**src/sv/svm_ram.sv**
```systemverilog
// Generic single-write, single-read synchronous RAM with a registered read.
`default_nettype none
module svm_ram #(
  parameter int WIDTH = 32,
  parameter int DEPTH = 16,
  localparam int AW = (DEPTH > 1) ? $clog2(DEPTH) : 1
) (
  input  wire logic             clk,
  input  wire logic             we,
  input  wire logic [AW-1:0]    waddr,
  input  wire logic [WIDTH-1:0] wdata,
  input  wire logic [AW-1:0]    raddr,
  output logic [WIDTH-1:0]      rdata
);

  logic [WIDTH-1:0] mem_r [DEPTH];
  logic [WIDTH-1:0] rdata_r;

  // Write port and registered read port.
  always_ff @(posedge clk) begin
    if (we) begin
      mem_r[waddr] <= wdata;
    end
    rdata_r <= mem_r[raddr];
  end

  assign rdata = rdata_r;

endmodule
`default_nettype wire

```
**config.mk**
```make
export PLATFORM = sky130hd
export DESIGN_NAME = svm_ram
export DESIGN_NICKNAME = d
export VERILOG_FILES = /design/src/sv/svm_ram.sv
export SDC_FILE = /design/constraint.sdc
export NUM_CORES = 1
export LEC_CHECK = 0
export ABC_AREA = 1
export BUFFER_PORTS_ARGS = -buffer_cell sky130_fd_sc_hd__buf_4
export CAP_MARGIN = 20
export CORE_MARGIN = 2
export CORE_UTILIZATION = 50
export DETAILED_ROUTE_END_ITERATION = 10
export PLACE_DENSITY = 0.69
export SLEW_MARGIN = 20
export SYNTH_ARGS = -nofsm -noshare
export SYNTH_HDL_FRONTEND = slang
export SYNTH_SLANG_ARGS = --single-unit
```
**constraint.sdc**
```tcl
create_clock -name clk -period 2.2 [get_ports clk]
set_input_delay 0.11 -clock clk [delete_from_list [all_inputs] [get_ports clk]]
set_output_delay 0.11 -clock clk [all_outputs]
set_load 0.1 [all_outputs]
```
---- Word-level counts from Yosys, hierarchy flattened ----
Memory sizes are Yosys's and may differ from the RTL's. A register that Yosys moved wholly into a read port is not among the register bits.
Index checks and enable logic that the tools add are counted.
cells by class
  muxes and demuxes ....................... 2
operators by type and width
  kind               number
  two-way mux 1 bit  2
storage, ports and cells
  bits in registers ....................... 0
  RAM bits ................................ 512
  input port bits ......................... 42
  output and inout bits ................... 32
  word-level logic and storage cells ...... 3
  memories ................................ 1
memory list
  memory  depth  width  read ports  clocked after memory_dff  write ports  line  source
  mem_r   16     32     1           1                         1            16    logic [WIDTH-1:0] mem_r [DEPTH];

---- Depth between registers and ports, before layout ----
Gate-level depths: netlist of run 1.
  depth after elaboration ................. 2
  mapped depth ............................ 10
  depth with buffers taken out ............ 7

---- Worst setup path after synthesis of run 1 ----
OpenSTA, ideal clock, no wires.
  path type ............................... input port to flip-flop
  from .................................... in waddr[2]
  to ...................................... mem mem_r[10][0], enable pin
  setup time .............................. 0.421 ns
  arrival time ............................ 1.682 ns
  data required time ...................... 1.779 ns
  slack ................................... 0.097 ns
  stages .................................. 2
  path buffers ............................ 0
  cells stage by stage .................... nand3b_1 -> nor2_1
RTL lines
  element          line  source
  start, declared  10    input wire logic [AW-1:0] waddr,
  end, declared    16
No word-level cell before the write port.

==> results.md, run 1 <==
* Status: finished, final reports clean
* Vias in the first global route at 14,400
* Routed wire length at a little over 50 mm
* Synth Area per Inst at about 11 µm²
* Measured slew at the worst slew-check pin at 0.638 ns
* Register area share after synthesis at 70.5%
* Max IR drop VDD at ~0.00055 V
* Io pins at 74
* Crit path kind: primary input to flop
* P_sw at about 5.3 mW
* Core Rows at a little under 80
* Max-cap violations at 0
* Critical Path End Type: flop
* Largest area contributor in the netlist: edfxtp_1
* Total gr overflow at 0
* Setup repair bufs after CTS at 0
* Internal cell power at 17.3 mW
* Crit path arrival time at 1.95 ns
* Crit-path max FO at 44
* Vias per Instance at around 5.1
* RR Startpoint: mem_r[1][23]
* Average routed wire per standard cell at around 18 µm
* Height of the die at roughly 220 µm
* # resized after CTS at 0
* Share of cells above drive strength 1 at about a tenth
* Minimum clock period at 1.48 ns
* DIE AREA at approximately 47,000 µm²
* Top post-synthesis cells by area: edfxtp_1, nand2_1, nand3_1
* IO buf count at 73
* Cts hold-fix bufs at 33
* Clock buffer depth at 3
* Clk slew on worst S/H paths at 0.06 ns
* Combinational share of power at ~8.5%
* Clk sinks at around 540
* Area post-placement at roughly 24,000 µm²
* Commonest non-fill, non-tap cell in the layout: nand2_1
* Synth Register Bits at ~540
* Final setup violation count at 0
* Critical R2R Capture: rdata[23]
* RSZ-0062 raised after global routing: false
* Setup ws final at between 0.7 and 0.8 ns
* Residual DRC at 0
* Detailed Place HPWL at roughly 29 mm
* Critical path origin: raddr[2]
* Final period util at about two thirds
* Initial antenna violation count at 0
* Final ANT Viol Nets at 0
* Leakage power at between 10 and 15 nW
* Drt first pass iters at 5
* Pwr dens at 866 nW/µm²
* DR iter-0 viols at 1,528
* Setup TNS at 0 ns
* Startpoint types: primary input
* CP Capture Point: rdata[18]
* Finished Core Util at between 50% and 60%
* Worst Reg-to-Reg Cells at 6
* Width of the die at around 220 µm
* First-pass GRT wire length at 80.6 mm
* Maximum number of pins on one net before global-route repair at 96
* Worst slew margin at approximately 57%
* Synthesized instance count at about 2,100
* Worst min path class: primary input to flop
* Area Growth Syn to Fin at 14.7%
* Sw frac at 23.5%
* Worst R2R Setup Slack at 1.17 ns
* Ant. Diodes at 0
* Initial Util at ~50%
* Flop pwr share at around half
* Placer Congestion at ~0.83
* Mapped Area at ~23,000 µm²
* Non-Filler Cell Area, Final at approximately 26,000 µm²
* Vias at ~15,000
* Root buffer cell: clkbuf_16
* NumNets Final at approximately 2,300
* Clk network pwr share at roughly two fifths
* Core Area at 45,100 µm²
* DP Worst Slack at around 0.54 ns
* Leading cell types in the layout, fill and taps excluded: nand2_1, edfxtp_1, inv_1
* Post-synth cell types at 15
* Fin Clk Skew at around 0.030 ns
* CTS tree: done
* Max Fclk at 677 MHz
* Synth Net Count at roughly 2,200
* Share of the synthesized area in the top cell type at between 60% and 70%
* Ys Warns at 0
* Overall Global Routing Usage at around 22%
* Worst EP required at roughly 2.7 ns
* Clk Latency, worst-skew pair at roughly 0.60 ns
* TritonCTS Buffers at 54
* Htree depth at 2
* Slew Limit Fails at 0
* Final Hold Viols at 0
[layout make-up]
class / count / area, µm²
tap: 600 / 751
sequential: 544 / 16000
clock buffer: 77 / 1540
clock inverter: 24 / 204
multi-input combinational: 1081 / 4670
inverter: 390 / 1470
timing repair buffer: 154 / 1430
fill: 3602 / 19000
[worst min-delay path by stage]
stage | from | endpoint | slack, ns | depth (start not counted)
6_report | raddr[3] | rdata[8] | 0.06 | 3
5_1_grt | raddr[3] | rdata[8] | 0.05 | 3
4_1_cts | raddr[3] | rdata[8] | 0.01 | 3
3_5_place_dp | wdata[3] | mem_r[2][3] | 0.42 | 1
3_3_place_gp | wdata[3] | mem_r[0][3] | 0.42 | 1
2_1_floorplan | wdata[0] | mem_r[0][0] | 0.21 | 0
[critical path: stages]
cell	delay [ns]
dlygate4sd3_1	0.52
buf_4	0.30
buf_4	0.60
nand3_1	0.18
nand3_1	0.15
nand2_1	0.06
[cells in the mapped netlist (all sizes together)]
library cell	n
inv	390
edfxtp	512
clkbuf	14
nand2	677
nor2	17
dfxtp	32
nand3	385
nand3b	2
buf	91
[per-stage QoR]
step	power, mW	instances	hold slack, ns
5_1_grt	23.3	2870	0.0489
6_report	22.6	2870	0.0616
3_3_place_gp	13.7	2736	0.419
3_5_place_dp	13.8	2736	0.421
4_1_cts	22.7	2870	0.0119
2_1_floorplan	13.1	2120	0.209
[flip-flops by register name, summed over array words and instances (netlist names)]
signal,flops
mem_r,512
rdata,32
[layer usage]
| layer | routed length, µm | vias up | track usage [%] |
|---|---|---|---|
| met5 | 0 | - | 0 |
| met4 | 1400 | 0 | 7.15 |
| met2 | 25700 | 529 | 38.1 |
| met1 | 21200 | 7026 | 29.4 |
| li1 | - | 7047 | - |
| met3 | 3470 | 97 | 3.68 |
[power groups by stage]
stage	Sequential, mW	Combinational [mW]	Clock [mW]
3_3_place_gp	11.9	1.85	0
2_1_floorplan	12.4	0.790	0
3_5_place_dp	11.9	1.88	0
6_report	11.7	1.93	9.00
5_1_grt	11.7	2.09	9.54
4_1_cts	11.7	1.94	9.14
[cells by family after synthesis]
group | after synthesis | synth area share [%]
buffers and inverters | 495 | 9.54
flip-flops | 544 | 70.5
AND/OR/NAND/NOR | 1081 | 20.0
Note: power is estimated with default switching activity, not from simulation.
==> inputs of run 2 (changes only) <==
- clock period: 2.2 -> 1.3 ns (I/O delays scaled with it)
==> run 2 against run 1 <==
  * Design area rose by 2.7%
  * Critical endpoint is now rdata[9]
  * First-iteration DRC count shrank 4.1%
  * Sequential power grew 68%
  * Flip-flop and latch count stayed put
==> results.md, run 2 (synthesis results as in run 1) <==
* Initial antenna violation count at 1
* Htree depth at 2
* Top delay family on crit path: flip-flops
* Commonest non-fill, non-tap cell in the layout: nand2_1
* Share of cells above drive strength 1 at a little over a tenth
* Io pins at 74
* Placer Congestion at 0.794
* Routed wire length at roughly 53 mm
* Area Growth Syn to Fin at 17.9%
* Final ANT Viol Nets at 0
* IO buf count at between 70 and 80
* Fill count at about 3,600
* Top reg by flops: mem_r
* Number of flip-flops in the largest register at between 500 and 600
* Startpoint types: flop
* Finished Core Util at 59.4%
* Clk Latency, worst-skew pair at ~0.61 ns
* Vias at 14,900
* Max IR drop VDD at about 0.0012 V
* Core Rows at roughly 80
* Leading cell types in the layout, fill and taps excluded: nand2_1, edfxtp_1, inv_1
* Max Fclk at a little under 800 MHz
* Pwr Total at roughly 39 mW
* DR iter-0 viols at between 1,000 and 1,500
* Register Area at 16,000 µm²
* Height of the die at 217 µm
* NumNets Final at ~2,300
* Multi-input logic area at 4670 µm²
* Final setup violation count at 0
* Maximum number of pins on one net before global-route repair at 85
* Critical Path End Type: output pin
* Overall Global Routing Usage at between 20% and 30%
* Total gr overflow at 0
* Crit path kind: flop to output pin
* Max incr delay on CP at 0.32 ns
* Vias in the first global route at ~15,000
* Final std cells w/o fill at 2,895
* Drt first pass iters at 6
* Crit-path max FO at 1
* Slew Limit Fails at 0
* Slowest CP cell: dfxtp_1
* RSZ-0062 raised after global routing: false
* Detailed Place HPWL at 29.8 mm
* Fin Clk Skew at 0.0162 ns
* Setup TNS at 0 ns
* TritonCTS Buffers at 54
* Minimum clock period at between 1 and 1.5 ns
* Clock buffer depth at 3
* Measured slew at the worst slew-check pin at roughly 0.64 ns
* DIE AREA at 47,200 µm²
* Pwr dens at about 1400 nW/µm²
* Hold Slack at 0.0660 ns
* Worst min path class: primary input to flop
* Non-Filler Cell Area, Final at ~27,000 µm²
* CTS tree: done
* Residual DRC at 0
* Status: finished, final reports clean
* Worst path cell trace: buf_4
* Placed cells at between 2,000 and 3,000
* Area post-placement at around 25,000 µm²
* Average routed wire per standard cell at ~18 µm
* Root buffer cell: clkbuf_16
* Leakage power at 11.4 nW
* Width of the die at 217 µm
* Worst slew margin at 57.0%
* Setup ws final at 0.0344 ns
* Worst EP required at around 1.2 ns
* Final period util at a little over nine tenths
* Max-cap violations at 0
* Critical path buffers and inverters at 1
* First-pass GRT wire length at a little over 80 mm
* DP Worst Slack at -0.0345 ns
* Clk sinks at between 500 and 600
* Core Area at between 40,000 and 50,000 µm²
* Clk slew on worst S/H paths at roughly 0.060 ns
* Final Hold Viols at 0
* Initial Util at about half
* Crit path arrival time at between 1 and 1.5 ns
* Vias per Instance at ~5.2
## run 2: timing repair
| item | CTS | global route |
|---|---|---|
| hold buffers | 32 | 0 |
| hold endpoints to repair | 512 | 0 |
| resized for setup | 24 | 11 |
| pin swaps | 0 | 0 |
| endpoints found under the setup margin | 13 | 11 |
| setup buffers | 0 | 0 |
## run 2: layout make-up
type                       instances  share of cell area (%)
tap                              600                    2.80
multi-input combinational       1081                    17.4
antenna                            1                 0.00934
timing repair buffer             178                    7.96
inverter                         390                    5.49
clock inverter                    31                    1.19
sequential                       544                    59.8
clock buffer                      70                    5.34
## run 2: routing by layer
layer,GRT usage (%),vias up,share of wire (%)
li1,-,7098,-
met1,29.7,7207,41
met2,39.0,532,50
met3,3.89,100,7.1
met4,7.81,0,2.6
met5,0,-,0
## run 2: power breakdown
group          internal, mW  leakage [nW]  switching, mW  total, mW
Sequential             19.6          4.90          0.141       19.7
Clock                  8.96         0.848           6.47       15.4
Combinational          1.03          5.64           2.45       3.48
Total                  29.6          11.4           9.06       38.7
## run 2: path summary, 6_finish.rpt
path                 start  cells past startpoint   endpoint  slack [ns]
max               rdata[9]                      1   rdata[9]        0.03
min               raddr[2]                      5   rdata[8]        0.07
max reg2reg   mem_r[3][15]                      6  rdata[15]        0.27
min reg2reg  mem_r[10][23]                      6  rdata[23]        0.65
==> inputs of run 3 (changes only) <==
- GPL_TIMING_DRIVEN: unset -> 0
==> run 3 against run 2 <==
  * Hold slack got worse by 0.054 ns
  * Wire length up 14%
  * Die area unchanged
  * Sequential share of layout area increased by 0.093 points
  * Flip-flop and latch count unchanged
  * Clock power about the same
  * Final cell count grew 1.7%
  * Power grew 0.94%
  * Via count up 4.3%
  * Combinational power up 4%
  * Sequential power about the same
  * Critical endpoint is now rdata[13]
  * Largest cell class unchanged
==> results.md, run 3 (synthesis results as in run 1) <==
* Placed cells at 2,809
* Average routed wire per standard cell at slightly above 20 µm
* Worst EP required at around 1.2 ns
* Root buffer cell: clkbuf_16
* Setup ws final at between 0.03 and 0.04 ns
* Total gr overflow at 0
* Slowest CP cell: dfxtp_1
* Initial antenna violation count at 0
* First-pass GRT wire length at 89.9 mm
* Clk sinks at about 540
* Vias per Instance at about 5.3
* Vias at roughly 16,000
* Hold Path Sink: rdata[31]
* Htree depth at 2
* Placer Congestion at just over 0.8
* Max Fclk at 790 MHz
* RSZ-0062 raised after global routing: false
* Residual DRC at 0
* Number of flip-flops in the largest register at 512
* Final period util at 97.3%
* Crit path kind: flop to output pin
* Ant. Diodes at 0
* TritonCTS Buffers at 54
* Measured slew at the worst slew-check pin at approximately 1.0 ns
* Final std cells w/o fill at 2,943
* IO buf count at 71
* Max IR drop VDD at 0.000877 V
* Pwr Total at around 39 mW
* Core Area at 45,100 µm²
* Worst Hold Path Cells at 3
* Finished Core Util at between 50 and 60%
* RR Startpoint: mem_r[14][14]
* Sw frac at about a quarter
* Overall Global Routing Usage at 25.8%
* Clk network pwr share at about two fifths
* Status: finished, final reports clean
* DP Worst Slack at -0.569 ns
* Commonest non-fill, non-tap cell in the layout: nand2_1
* Worst path cell trace: buf_4
* DR iter-0 viols at roughly 1,800
* Io pins at between 70 and 80
* Internal cell power at 29.8 mW
* Initial Util at just over 50%
* Worst R2R Setup Slack at 0.19 ns
* Flop pwr share at 50.5%
* Worst min path class: primary input to flop
* Drt first pass iters at 6
* Critical R2R Capture: rdata[14]
* Clk slew on worst S/H paths at 0.06 ns
* Startpoint types: flop
* Maximum number of pins on one net before global-route repair at 22
* Worst path depth at 1
* Final Hold Viols at 0
* P_sw at between 9 and 10 mW
* Detailed Place HPWL at 38.5 mm
* Crit-path max FO at 1
* Clk Latency, worst-skew pair at approximately 0.60 ns
* Final ANT Viol Nets at 0
* CTS tree: done
* Leakage power at roughly 11 nW
* Core Rows at 78
* Top delay family on crit path: flip-flops
* Top reg by flops: mem_r
* Vias in the first global route at roughly 15,000
* Slew Limit Fails at 0
* Area Growth Syn to Fin at 17.7%
* Max incr delay on CP at about 0.32 ns
* Max-cap violations at 0
* Critical path buffers and inverters at 1
* Critical Path End Type: output pin
* Minimum clock period at 1.27 ns
* Fin Clk Skew at around 0.010 ns
* NumNets Final at approximately 2,300
* Hold wc startpoint: raddr[3]
* DIE AREA at 47,200 µm²
* Routed wire length at around 60 mm
* Share of cells above drive strength 1 at 11.5%
* Worst slew margin at roughly a third
* Crit path arrival time at ~1.2 ns
* Critical path origin: rdata[13]
* Worst Reg-to-Reg Cells at 6
* Height of the die at 217 µm
* Combinational share of power at a little under a tenth
* Leading cell types in the layout, fill and taps excluded: nand2_1, edfxtp_1, inv_1
* Width of the die at approximately 220 µm
* Pwr dens at approximately 1500 nW/µm²
* Final setup violation count at 0
* Clock buffer depth at 3
[run 3: cell types whose count changed in the layout (fill, tap and decap cells not counted), moves of 3 or more]
cell,delta
buf_1,+14
buf_12,-44
buf_16,+11
buf_2,+41
buf_4,-8
buf_6,+21
bufinv_16,-3
clkbuf_1,+10
clkbuf_16,+3
clkbuf_8,+8
clkinv_1,-5
dfxtp_1,+4
dfxtp_2,-4
[run 3: metrics by stage]
stage | hold slack, ns | area [µm²] | setup TNS [ns]
after floorplan | 0.164 | 22800 | -128.00
after global placement | 0.362 | 24100 | -624.30
after detailed placement | 0.372 | 24600 | -192.63
after CTS | 0.000170 | 26700 | 0
after global routing | 0.00957 | 26700 | 0
final | 0.0116 | 26700 | 0
[run 3: what timing repair did]
item / in CTS / in global routing
gates resized for setup: 0 / 9
setup endpoints to repair: 0 / 9
hold endpoints to repair: 513 / 0
hold buffers: 33 / 0
setup buffers: 0 / 0
[run 3: how the worst max path moves through the flow]
stage | end
after floorplan | mem_r[10][0]
after global placement | mem_r[9][30]
after detailed placement | mem_r[4][31]
after CTS | rdata[4]
after global routing | rdata[29]
final | rdata[13]
[run 3: worst min-delay path, delay by kind of cell]
family                 cells  cell delay, ns
buffers and inverters      1            0.26
AND/OR/NAND/NOR            2            0.22
[run 3: metal layers]
layer  vias to the layer above  GRT usage, %  routed length, µm
li1                       7207             -                  -
met3                       134          4.74               5700
met4                         0          10.5               2390
met1                      7447          34.0              23300
met2                       786          42.5              28700
met5                         -             0                  0
[run 3: cell type report]
cell class              instances  area [µm²]
plain buffers                 105         702
clock buffers                  78        1620
inverters                     390        1470
multi-input cells            1081        4670
clock inverters                23         193
fillers                      3558       18300
well taps                     600         751
repair buffers                122        1340
flip-flops and latches        544       16000
[run 3: power groups by stage]
stage	Clock (mW)	Sequential (mW)	Combinational [mW]
2_1_floorplan	0	20.9	1.35
3_3_place_gp	0	20.1	3.34
3_5_place_dp	0	20.1	3.48
4_1_cts	15.8	19.7	3.58
5_1_grt	16.5	19.7	3.85
6_report	15.7	19.7	3.61
